[config.mk]
export PLATFORM = sky130hd
export DESIGN_NAME = binary_to_bcd_digit_display_driver_core
export DESIGN_NICKNAME = d
export VERILOG_FILES = /design/src/hdl/bbcd_pkg.sv /design/src/hdl/bbcd_convert.sv /design/src/hdl/binary_to_bcd_digit_display_driver_core.sv
export SDC_FILE = /design/constraint.sdc
export NUM_CORES = 1
export LEC_CHECK = 0
export ABC_AREA = 1
export BUFFER_PORTS_ARGS = -buffer_cell sky130_fd_sc_hd__buf_2
export CAP_MARGIN = 20
export CORE_MARGIN = 5
export CORE_UTILIZATION = 25
export DETAILED_ROUTE_END_ITERATION = 16
export PLACE_DENSITY_LB_ADDON = 0.1
export SYNTH_ARGS = -nofsm -noshare
export SYNTH_HDL_FRONTEND = slang
export SYNTH_SLANG_ARGS = --single-unit
[constraint.sdc]
create_clock -name clk -period 4.6 [get_ports clk]
set_clock_uncertainty 0.05 [all_clocks]
set_input_delay 0.23 -clock clk [delete_from_list [all_inputs] [get_ports clk]]
set_output_delay 0.23 -clock clk [all_outputs]
set_load 0.02 [all_outputs]
[src/hdl/bbcd_pkg.sv]
package bbcd_pkg;

    // Fixed field widths of the stream and configuration ports.
    localparam int VALUE_W = 32;
    localparam int CODE_W  = 4;
    localparam int IDX_W   = 4;
    localparam int CNT_W   = 4;

    // Digit count after reset.
    localparam logic [CNT_W-1:0] DIGIT_COUNT_RESET = 4'd3;

    // Sequencer states of the top level.
    typedef enum logic [1:0] {
        ST_IDLE,
        ST_CONVERT,
        ST_EMIT
    } state_t;

    // Status reported by the conversion unit.
    typedef struct packed {
        logic busy;
        logic done;
    } cnv_status_t;

endpackage

[src/hdl/bbcd_convert.sv]
module bbcd_convert #(
    parameter int DIGITS = 10
) (
    input  logic                         clk,
    input  logic                         rst_n,
    input  logic                         start,
    input  logic [bbcd_pkg::VALUE_W-1:0] value,
    output bbcd_pkg::cnv_status_t        status,
    output logic [DIGITS*4-1:0]          bcd
);

    localparam int BCD_W  = DIGITS * 4;
    localparam int STEP_W = $clog2(bbcd_pkg::VALUE_W);
    localparam logic [STEP_W-1:0] LAST_STEP = STEP_W'(bbcd_pkg::VALUE_W - 1);

    logic [bbcd_pkg::VALUE_W-1:0] bin_reg;
    logic [BCD_W-1:0]             bcd_reg;
    logic [BCD_W-1:0]             bcd_adj;
    logic [STEP_W-1:0]            step_reg;
    logic                         busy_reg;
    logic                         done_reg;

    // Add three to every digit that is five or more before the next shift.
    always_comb
    begin
        for (int k = 0; k < DIGITS; k++)
        begin
            if (bcd_reg[k*4 +: 4] >= 4'd5)
            begin
                bcd_adj[k*4 +: 4] = bcd_reg[k*4 +: 4] + 4'd3;
            end
            else
            begin
                bcd_adj[k*4 +: 4] = bcd_reg[k*4 +: 4];
            end
        end
    end

    // Step counter and status flags; done pulses for one cycle.
    always_ff @(posedge clk or negedge rst_n)
    begin
        if (!rst_n)
        begin
            step_reg <= '0;
            busy_reg <= 1'b0;
            done_reg <= 1'b0;
        end
        else
        begin
            done_reg <= 1'b0;
            if (start)
            begin
                step_reg <= '0;
                busy_reg <= 1'b1;
            end
            else if (busy_reg)
            begin
                step_reg <= step_reg + 1'b1;
                if (step_reg == LAST_STEP)
                begin
                    busy_reg <= 1'b0;
                    done_reg <= 1'b1;
                end
            end
        end
    end

    // Shift one binary bit into the digit register each step. Digits that
    // overflow the top are dropped, which keeps the value modulo 10^DIGITS.
    always_ff @(posedge clk)
    begin
        if (start)
        begin
            bin_reg <= value;
            bcd_reg <= '0;
        end
        else if (busy_reg)
        begin
            bin_reg <= {bin_reg[bbcd_pkg::VALUE_W-2:0], 1'b0};
            bcd_reg <= {bcd_adj[BCD_W-2:0], bin_reg[bbcd_pkg::VALUE_W-1]};
        end
    end

    assign status.busy = busy_reg;
    assign status.done = done_reg;
    assign bcd         = bcd_reg;

endmodule

[src/hdl/binary_to_bcd_digit_display_driver_core.sv]
// The first digit beat follows the conversion in the 32-step shift-and-correct
// conversion unit; an invalid digit count gives its single error beat in the
// cycle after acceptance. Then one digit beat per cycle while m_tready is high.
// A new value is taken only after the last beat for the previous one is out.
// Reset is asynchronous and active low; the digit count resets to 3.
module binary_to_bcd_digit_display_driver_core #(
    parameter int MAX_DIGITS = 10
) (
    input  logic                        clk,
    input  logic                        rst_n,
    // Configuration: digit_count.
    input  logic                        cfg_we,
    input  logic [bbcd_pkg::CNT_W-1:0]  cfg_wdata,
    // Input stream. tdata: value[31:0].
    input  logic                        s_tvalid,
    output logic                        s_tready,
    input  logic [bbcd_pkg::VALUE_W-1:0] s_tdata,
    // Output stream. tdata: digit_code[3:0], latch_index[7:4].
    output logic                        m_tvalid,
    input  logic                        m_tready,
    output logic [7:0]                  m_tdata,
    output logic                        m_tlast,
    // tuser: error[0].
    output logic                        m_tuser
);

    localparam int BCD_W = MAX_DIGITS * 4;
    localparam logic [bbcd_pkg::CNT_W-1:0] MAX_CNT = bbcd_pkg::CNT_W'(MAX_DIGITS);

    bbcd_pkg::state_t            state_reg;
    bbcd_pkg::state_t            state_next;
    bbcd_pkg::cnv_status_t       cnv_status;
    logic [BCD_W-1:0]            bcd;
    logic [bbcd_pkg::CNT_W-1:0]  digit_count_reg;
    logic [bbcd_pkg::CNT_W-1:0]  pos_reg;
    logic [bbcd_pkg::CNT_W-1:0]  sel_pos;
    logic [bbcd_pkg::CODE_W-1:0] sel_code;
    logic [bbcd_pkg::CODE_W-1:0] code_reg;
    logic [bbcd_pkg::IDX_W-1:0]  idx_reg;
    logic                        last_reg;
    logic                        err_reg;
    logic                        in_beat;
    logic                        out_beat;
    logic                        count_bad;

    assign in_beat   = s_tvalid && s_tready;
    assign out_beat  = m_tvalid && m_tready;
    assign count_bad = (digit_count_reg == '0) || (digit_count_reg > MAX_CNT);

    // Configuration register.
    always_ff @(posedge clk or negedge rst_n)
    begin
        if (!rst_n)
        begin
            digit_count_reg <= bbcd_pkg::DIGIT_COUNT_RESET;
        end
        else if (cfg_we)
        begin
            digit_count_reg <= cfg_wdata;
        end
    end

    // Shared conversion unit, started by each beat with a valid digit count.
    bbcd_convert #(
        .DIGITS (MAX_DIGITS)
    ) u_convert (
        .clk    (clk),
        .rst_n  (rst_n),
        .start  (in_beat && !count_bad),
        .value  (s_tdata),
        .status (cnv_status),
        .bcd    (bcd)
    );

    // Next state.
    always_comb
    begin
        state_next = state_reg;
        unique case (state_reg)
            bbcd_pkg::ST_IDLE:
            begin
                if (in_beat)
                begin
                    state_next = count_bad ? bbcd_pkg::ST_EMIT : bbcd_pkg::ST_CONVERT;
                end
            end
            bbcd_pkg::ST_CONVERT:
            begin
                if (cnv_status.done)
                begin
                    state_next = bbcd_pkg::ST_EMIT;
                end
            end
            bbcd_pkg::ST_EMIT:
            begin
                if (out_beat && last_reg)
                begin
                    state_next = bbcd_pkg::ST_IDLE;
                end
            end
            default:
            begin
                state_next = bbcd_pkg::ST_IDLE;
            end
        endcase
    end

    always_ff @(posedge clk or negedge rst_n)
    begin
        if (!rst_n)
        begin
            state_reg <= bbcd_pkg::ST_IDLE;
        end
        else
        begin
            state_reg <= state_next;
        end
    end

    // Handshake outputs.
    always_comb
    begin
        s_tready = 1'b0;
        m_tvalid = 1'b0;
        unique case (state_reg)
            bbcd_pkg::ST_IDLE:    s_tready = 1'b1;
            bbcd_pkg::ST_CONVERT: s_tready = 1'b0;
            bbcd_pkg::ST_EMIT:    m_tvalid = 1'b1;
            default:              s_tready = 1'b0;
        endcase
    end

    // Digit select: the first digit at conversion end, the next one after
    // each digit beat. Position 0 is the least significant digit.
    assign sel_pos = (state_reg == bbcd_pkg::ST_CONVERT) ? pos_reg : pos_reg - 1'b1;

    always_comb
    begin
        sel_code = '0;
        for (int k = 0; k < MAX_DIGITS; k++)
        begin
            if (sel_pos == bbcd_pkg::CNT_W'(k))
            begin
                sel_code = bcd[k*4 +: 4];
            end
        end
    end

    // Output beat registers and digit position.
    always_ff @(posedge clk)
    begin
        if (in_beat)
        begin
            pos_reg  <= digit_count_reg - 1'b1;
            code_reg <= '0;
            idx_reg  <= '0;
            last_reg <= count_bad;
            err_reg  <= count_bad;
        end
        else if (state_reg == bbcd_pkg::ST_CONVERT && cnv_status.done)
        begin
            code_reg <= sel_code;
            idx_reg  <= '0;
            last_reg <= (pos_reg == '0);
            err_reg  <= 1'b0;
        end
        else if (out_beat && !last_reg)
        begin
            pos_reg  <= sel_pos;
            code_reg <= sel_code;
            idx_reg  <= idx_reg + 1'b1;
            last_reg <= (sel_pos == '0);
        end
    end

    assign m_tdata = {idx_reg, code_reg};
    assign m_tlast = last_reg;
    assign m_tuser = err_reg;

`ifndef NO_ASSERTIONS
    // The conversion unit only runs while the sequencer waits for it.
    a_busy_in_convert: assert property (@(posedge clk) disable iff (!rst_n)
        cnv_status.busy |-> state_reg == bbcd_pkg::ST_CONVERT)
        else $error("conversion unit busy outside the convert state");

    // An error beat is a lone, final beat with zero payload.
    a_error_beat: assert property (@(posedge clk) disable iff (!rst_n)
        (m_tvalid && m_tuser) |-> (m_tlast && m_tdata == 8'd0))
        else $error("malformed error beat");

    // Digit beats carry a decimal digit and a latch index in range.
    a_digit_range: assert property (@(posedge clk) disable iff (!rst_n)
        (m_tvalid && !m_tuser) |-> (m_tdata[3:0] <= 4'd9 && idx_reg < MAX_CNT))
        else $error("digit beat out of range");

    // No new value is taken right after one has been accepted.
    a_one_at_a_time: assert property (@(posedge clk) disable iff (!rst_n)
        in_beat |=> !s_tready)
        else $error("input accepted while an item is in progress");
`endif

endmodule
# == After elaboration in Yosys (flattened, before gate mapping) ==
# Index checks and enable logic that the tools add are counted.
# op_classes
n_addsub,14
n_lt_le_gt_ge,11
eq_ne,16
n_mux,48
n_reduce_logical,21
# op_table
op,count
4-bit two-way mux,25
32-bit two-way mux,2
4-bit by 3-bit >= comparator with 1-bit output (second input constant),10
4-bit by 2-bit adder with 4-bit output (second input constant),9
4-bit by 3-bit equality test with 1-bit output (second input constant),4
1-bit two-way mux,13
4-bit zero test,3
5-bit two-way mux,2
4-bit by 2-bit equality test with 1-bit output (second input constant),2
4-bit equality test (second input constant),2
2-bit two-way mux,4
2-bit nonzero test,4
4-bit by 1-bit subtractor with 4-bit output (second input constant),2
1-bit logical AND,6
2-bit inequality test (second input constant),3
2-bit case mux with 3 select lines,1
5-bit by 1-bit adder with 5-bit output (second input constant),1
5-bit equality test (second input constant),1
4-bit by 1-bit adder with 4-bit output (second input constant),1
4-bit by 1-bit equality test with 1-bit output (second input constant),1
4-bit > comparator (second input constant),1
3-bit by 2-bit adder with 3-bit output (second input constant),1
3-bit two-way mux,1
3-bit AND reduction,1
other kinds (9),10
# word_totals
register_bits,99
inputBits,41
out_inout_bits,12
word_cells,122

# == Logic depth before layout (Yosys ltp) ==
# Gate-level depths: netlist (run 1).
# logic_depth
ltp_word,15
depth_mapped,18
ltp_nobuf,18

# == Cells and area by module ==
# From an unflattened synthesis (run 1), not the netlist that was laid out.
# unflattened
hier_cells,720
area_unflattened_um2,5416.4
# modules_own_cells
mod,n_inst,cells_per_inst,area_per_inst_um2,seq_area_each_um2
bbcd_convert,1,508,3946.3,1936.9
binary_to_bcd_digit_display_driver_core,1,212,1470.2,493.0

# == Least setup slack after synthesis (run 1) ==
# No wires, ideal clock.
# synth_timing
path_type,register -> register
startpoint,register digit_count_reg[0] (netlist bit)
endpoint,"register u_convert.bin_reg[0] (netlist bit), enable pin"
setup_time_ns,0.377
t_arrival_ns,2.031
required_ns,4.173
slack_ns,2.142
path_stages_with_launch,11
n_path_buf,1
synth_period_minus_slack_ns,2.458
cell_sequence,dfstp_2 -> inv_1 -> ha_1 -> inv_1 -> nor2_1 -> o21ai_1 -> nand2_4 -> inv_4 -> nor2_4 -> inv_2 -> buf_2
# synth_via
elab_chain_len,5
elab_cells_between_ends,6
cone_classes,order compare (1); reduce/logical (5)
# synth_rtl
item,line,rtl
"start, declared",binary_to_bcd_digit_display_driver_core.sv:34,logic [bbcd_pkg::CNT_W-1:0] digit_count_reg;
"start signal, assigned",binary_to_bcd_digit_display_driver_core.sv:55,digit_count_reg <= bbcd_pkg::DIGIT_COUNT_RESET;
"start signal, assigned",binary_to_bcd_digit_display_driver_core.sv:59,digit_count_reg <= cfg_wdata;
4-bit > comparator / 4-bit zero test (equally long branches),binary_to_bcd_digit_display_driver_core.sv:48,assign count_bad = (digit_count_reg == '0) || (digit_count_reg > MAX_CNT);
1-bit logical OR (*),binary_to_bcd_digit_display_driver_core.sv:48,
1-bit zero test (*),binary_to_bcd_digit_display_driver_core.sv:69,".start (in_beat && !count_bad),"
1-bit logical AND (*),binary_to_bcd_digit_display_driver_core.sv:69,
2-bit nonzero test (no source line) (*),-,
"end signal, assigned",bbcd_convert.sv:74,bin_reg <= value;
"end signal, assigned",bbcd_convert.sv:79,"bin_reg <= {bin_reg[bbcd_pkg::VALUE_W-2:0], 1'b0};"
"end, declared",bbcd_convert.sv:16,logic [bbcd_pkg::VALUE_W-1:0] bin_reg;
# Every way passes the cells marked *; elsewhere a longest branch is shown, timed or not.
# A chain may end at the register's enable or synchronous reset.

# == Final worst setup path (run 1) ==
# layout_timing
startpoint,register digit_count_reg[0] (netlist bit)
endpoint,"register u_convert.bin_reg[21] (netlist bit), enable pin"
# The elaborated chain is that of the path after synthesis.

==> impl_metrics.toml, run 1 <==
[outcome]
status = "finished, final reports clean"

[floorplan]
rows = 53
die-area_um2 = 24400
ios = 53
start_util_pct = 25.4
fp.dieH_um = 156
coreArea_um2 = 21000
fp.dieW_um = 156

[setup_path]
worstReg2RegStart = "digit_count_reg[0]"
worst_path_most_repeated_cell = "inv_1"
slowest_delay_ns = 0.52
slowest_stage = "dfstp_2"
path_cells = "inv_1, ha_1, inv_1, nor2_1, o21ai_1, nand2_4, inv_4, nor2_4, inv_2, buf_12"
critical_path.startpoint_type = "register"
timing.rr.end = "u_convert.bin_reg[21]"
worstSetupPathType = "reg -> reg"
crit_arrival_ns = 2.59
end_kind = "register"
cp.required_ns = 4.59
cp_max_fo = 38
r2r_slack_ns = 2.00
worstRegToRegCells = 10

[timing]
max-slew-margin-rel_pct = 55.8
rsz0062_at_grt = "no"
setup_viol = 0
finalSetupTns_ns = 0
fmax_mhz = 385
period_minus_slack_ns = 2.60
whs_ns = 0.0503
worst_slack_ns = 2.00
finalCritPeriodShare_pct = 56.4
hold_viol_final = 0
tightest_slew_ns = 0.664
final_max_slew_viol_count = 0

[power]
peakVddDrop_mv = 0.265
p_leak_nw = 3.06
p_total_mw = 4.45
powerDensity_nw_per_um2 = 713
power.internal_mw = 2.57
p_sw_share_pct = 42.4
pwr-share-comb_pct = 45.1
seq_power_share_pct = 36.3
netSwitchingPower_mw = 1.89
clkPwrFrac_pct = 18.5

[final_layout]
nets = 774
n_antenna_cell = 0
largest_reg_flops = 40
layout.cells.non_filler = 987
finish.utilization_pct = 29.7
syn2layout_area_growth_pct = 17.1
design_area_um2 = 6250
final.fill_count = 2239
layout-drive-gt1-share_pct = 15.9

[global_route]
antenna_found_initial = 0
grt_usage_pct = 11.5
grt-ovfl-total = 0
grt_max_degree = 55
grt_pass1_wl_um = 22500
grt_pass1_vias = 4351

[drt]
drtAntennaViolNets = 0
wire_per_inst_um = 13.8
dr.pass1.iters = 4
routed_wl_um = 13700
vias = 4312
via_per_inst = 4.37
drtIter0Drc = 195
drc_errors = 0

[hold_path]
hold_end = "digit_count_reg[2]"
min_from = "cfg_wdata[2]"
hold_path.class = "in -> reg"
holdPathStages = 3

[clocking]
clkTransAtPathRegs_ns = 0.07
cts_buffers = 9
cts_resized = 0
cts_tree = "built"
cts_buffer_depth = 2
root_buffer = "clkbuf_16"
clock_sinks = 99
htree_levels = 3
clk_latency_ns = 0.35

[logic_synthesis]
syn_avg_cell_area_um2 = 8.16
netlist_instances = 654
netlist_area_um2 = 5340
ys_seq_area_share_pct = 45.5
synth_nets = 721
synth-seq-cells = 99
synthDistinctLibCells = 35
ys_warn_count = 0

[place]
placed_cells = 970
gp_congestion = 0.782
place_ws_ns = 1.94
dp_hpwl_um = 9590
place_area_um2 = 5920
io_buffers = 52

[run]
drv_cap = 0
-- power by group through the flow --
stage	clock network, mW	registers, mW	logic, mW
after global routing	0.898	1.67	2.34
after floorplan	0	1.59	1.54
after global placement	0	1.63	2.00
after CTS	0.867	1.62	2.04
final	0.825	1.62	2.01
after detailed placement	0	1.63	2.03
-- kinds of logic (layout without fill, tap and decap cells) --
group,Yosys count,in the layout,synth area share (%)
AO/OA/AOI/OAI,126,126,14.4
XOR/XNOR,23,23,4.13
flip-flops,99,99,45.5
buffers and inverters,129,187,9.36
adder cells (fa/ha/maj),26,26,6.10
AND/OR/NAND/NOR,251,251,20.5
-- cell usage in the layout, fill, tap and decap left out, drive strengths merged --
cell / instances
nor2: 41
dlygate4sd3: 1
o211ai: 11
and3: 1
dfrtp: 11
or2: 1
nor3: 3
o22ai: 1
ha: 26
edfxtp: 38
bufinv: 2
buf: 57
a22o: 2
clkinv: 4
nand2: 183
a21oi: 36
o21ai: 51
dfxtp: 48
clkbuf: 9
nand4: 8
inv: 114
a32oi: 10
a22oi: 10
a32o: 5
xor2: 23
nand3: 14
dfstp: 2
-- what timing repair did --
action / CTS / global route
hold buffers: 1 / 0
endpoints found under the setup margin: 0 / 0
hold endpoints to repair: 13 / 0
setup buffers: 0 / 0
-- critical path: cells and delay by family (launching register included) --
family | cells | cell delay, ns
simple gates | 3 | 0.18
compound gates | 1 | 0.34
buf+inv | 5 | 0.93
fa+ha+maj | 1 | 0.22
flops | 1 | 0.52
-- synth_stat cells (all sizes together) --
library cell  count  area [um^2]
nand2           183          729
inv             113          429
o21ai            51          267
dfxtp            48          961
nor2             41          215
edfxtp           38         1140
a21oi            36          184
ha               26          325
xor2             23          220
nand3            14         70.1
dfrtp            11          275
o211ai           11         82.6
a22oi            10         75.1
a32oi            10         87.6
buf               8         40.0
clkbuf            8         30.0
nand4             8         50.1
a32o              5         50.1
nor3              3         15.0
a22o              2         17.5
dfstp             2         52.6
and3              1         6.26
o22ai             1         6.26
or2               1         6.26
-- worst max path at each step --
stage	start	to	slack, ns
global route	digit_count_reg[0]	u_convert.bin_reg[11]	1.78
finish	digit_count_reg[0]	u_convert.bin_reg[21]	2.00
global placement	digit_count_reg[0]	u_convert.bin_reg[24]	2.03
CTS	digit_count_reg[0]	u_convert.bin_reg[11]	1.95
detailed placement	digit_count_reg[0]	u_convert.bin_reg[22]	1.94
floorplan	digit_count_reg[0]	u_convert.bin_reg[0]	2.14
-- cell type report --
class | count | area (um^2) | share of cell area (%)
clock buffer | 9 | 225 | 3.61
multi-input combinational | 426 | 2410 | 38.5
sequential | 99 | 2430 | 38.9
inverter | 113 | 429 | 6.87
clock inverter | 7 | 91.3 | 1.46
timing repair buffer | 58 | 320 | 5.13
tap | 275 | 344 | 5.51
-- layer usage --
metal	part of all wire (%)	routed length [um]	vias up	GRT usage, %
li1	-	-	2227	-
met2	45	6130	53	18.0
met4	1.3	176	0	3.26
met3	4.6	625	11	2.41
met5	0	0	-	0
met1	49	6740	2021	16.1
Note: power is estimated with default switching activity, not from simulation.
==> inputs of run 2 (changes only) <==
- clock period: 4.6 -> 2.3 ns (I/O delays scaled with it)
==> run 2 against run 1 <==
Net effect:
- worst hold slack improved by 0.020 ns
- global-route usage rose by 0.31 points
- cell count rose by 5.3%
- via count rose by 4.4%
- core utilization rose by 2.5 points
- die area did not move
- largest cell class unchanged
- cell area rose by 8.5%
- maximum frequency rose by 26%
- setup slack got worse by 1.8 ns
- sequential share of layout area fell by 3.0 points
==> impl_metrics.toml, run 2 (same netlist as run 1, synthesis figures left out) <==
[outcome]
status = "finished, final reports clean"

[power]
power.internal_mw = 5.10
peakVddDrop_mv = 0.359
p_leak_nw = 3.28
powerDensity_nw_per_um2 = 1320
pwr-share-comb_pct = 46.7
p_sw_share_pct = 43.2
clkPwrFrac_pct = 17.1
seq_power_share_pct = 36.3
netSwitchingPower_mw = 3.88
p_total_mw = 8.97

[global_route]
antenna_found_initial = 0
grt_max_degree = 55
grt_usage_pct = 11.8
grt-ovfl-total = 0
grt_pass1_vias = 4517
grt_pass1_wl_um = 23100

[timing]
max-slew-margin-rel_pct = 68.3
rsz0062_at_grt = "no"
finalSetupTns_ns = 0
period_minus_slack_ns = 2.06
finalCritPeriodShare_pct = 89.4
final_max_slew_viol_count = 0
fmax_mhz = 486
tightest_slew_ns = 0.472
hold_viol_final = 0
setup_viol = 0

[setup_path]
crit_arrival_ns = 2.26
worstReg2RegStart = "digit_count_reg[0]"
end_kind = "register"
slowest_stage = "dfstp_2"
path_cells = "inv_1, ha_1, inv_1, nor2_1, o21ai_2, nand2_4, inv_4, nor2_4, buf_12, buf_4, a22oi_1, inv_1"
worstSetupPathType = "reg -> reg"
cp_max_fo = 9
critical_path.startpoint = "digit_count_reg[0]"
cp.required_ns = 2.50
worst_path_most_repeated_cell = "inv_1"
critical_path.startpoint_type = "register"
slowest_delay_ns = 0.52

[drt]
wire_per_inst_um = 13.4
drc_errors = 0
dr.pass1.iters = 4
drtIter0Drc = 274
routed_wl_um = 14000
drtAntennaViolNets = 0
vias = 4503
via_per_inst = 4.33

[final_layout]
nets = 826
n_antenna_cell = 0
layout-drive-gt1-share_pct = 16.4
layout.cells.non_filler = 1039
design_area_um2 = 6780
syn2layout_area_growth_pct = 27.0
final_cell_mix = "nand2_1, inv_1, buf_2, dfxtp_1, o21ai_0"
largest_reg_flops = 40
layout_commonest_cell = "nand2_1"

[place]
dp_hpwl_um = 9830
place_area_um2 = 6010
gp_congestion = 0.777
placed_cells = 977
io_buffers = 52

[clocking]
clk_latency_ns = 0.36
clkTransAtPathRegs_ns = 0.08
htree_levels = 3
clock_sinks = 99
cts_buffers = 9
root_buffer = "clkbuf_16"
cts_buffer_depth = 2
cts_tree = "built"

[floorplan]
fp.dieW_um = 156
coreArea_um2 = 21000
ios = 53
start_util_pct = 25.4
rows = 53
fp.dieH_um = 156
die-area_um2 = 24400

[hold_path]
hold_path.class = "in -> reg"
min_from = "m_tready"

[run]
drv_cap = 0
==> run 2: cell count changes in the layout (fill, tap and decap cells not counted), moves of 2 or more <==
cell / change
dlygate4sd3_1: +44
buf_12: +4
bufinv_16: -2
inv_6: +4
clkinv_2: -2
buf_4: +4
==> run 2: power groups by stage <==
| stage | registers [mW] | clock network, mW | logic [mW] |
|---|---|---|---|
| final | 3.26 | 1.53 | 4.18 |
| after global placement | 3.29 | 0 | 4.07 |
| after detailed placement | 3.30 | 0 | 4.14 |
| after floorplan | 3.18 | 0 | 3.09 |
| after global routing | 3.35 | 1.67 | 4.85 |
| after CTS | 3.26 | 1.61 | 4.24 |
==> run 2: final timing paths <==
| path | endpoint | slack (ns) | cells past startpoint |
|---|---|---|---|
| worst max-delay path | u_convert.bcd[13] | 0.24 | 12 |
| worst min-delay path | state_reg[1] | 0.07 | 4 |
| worst max register to register | u_convert.bcd[13] | 0.24 | 12 |
| worst min register to register | u_convert.bcd[0] | 0.41 | 2 |
| max in group asynchronous | digit_count_reg[0] | 1.80 | 2 |
| min in group asynchronous | state_reg[0] | 0.12 | 2 |
==> run 2: metal layers <==
metal  routed length [um]  global-route usage [%]
met5                    0                       0
met4                  196                    3.60
met3                  453                    2.27
met2                 6540                    19.4
met1                 6760                    15.7
==> run 2: area by class of cell <==
| cell class | instances | area (um^2) |
|---|---|---|
| Fill cell | 2204 | 14200 |
| Sequential cell | 99 | 2430 |
| Multi-Input combinational cell | 426 | 2410 |
| Timing Repair Buffer | 110 | 871 |
| Inverter | 113 | 429 |
| Tap cell | 275 | 344 |
| Clock buffer | 9 | 225 |
| Clock inverter | 7 | 62.6 |
==> run 2: what timing repair did <==
action / in CTS / in global routing
hold buffers: 45 / 0
hold endpoints to repair: 49 / 0
resized for setup: 0 / 3
endpoints found under the setup margin: 0 / 8
buffers inserted: 0 / 1
==> run 2: per-stage QoR <==
stage	worst slack, ns	util [%]	hold slack (ns)
final	0.244	32.2	0.0705
after global routing	0.0325	32.2	0.139
after CTS	0.107	32.1	0.0658
after detailed placement	0.138	28.6	-0.0241
after global placement	0.172	28.6	-0.0216
after floorplan	0.0447	-	-0.231
==> run 2: worst max-delay path, delay by kind of cell (launching register included) <==
family                     cells  cell delay (ns)
DFF                            1             0.52
and+or+nand+nor                3             0.20
buffers and inverters          6             0.60
AOI/OAI and AO/OA              2             0.35
adders and majority gates      1             0.22
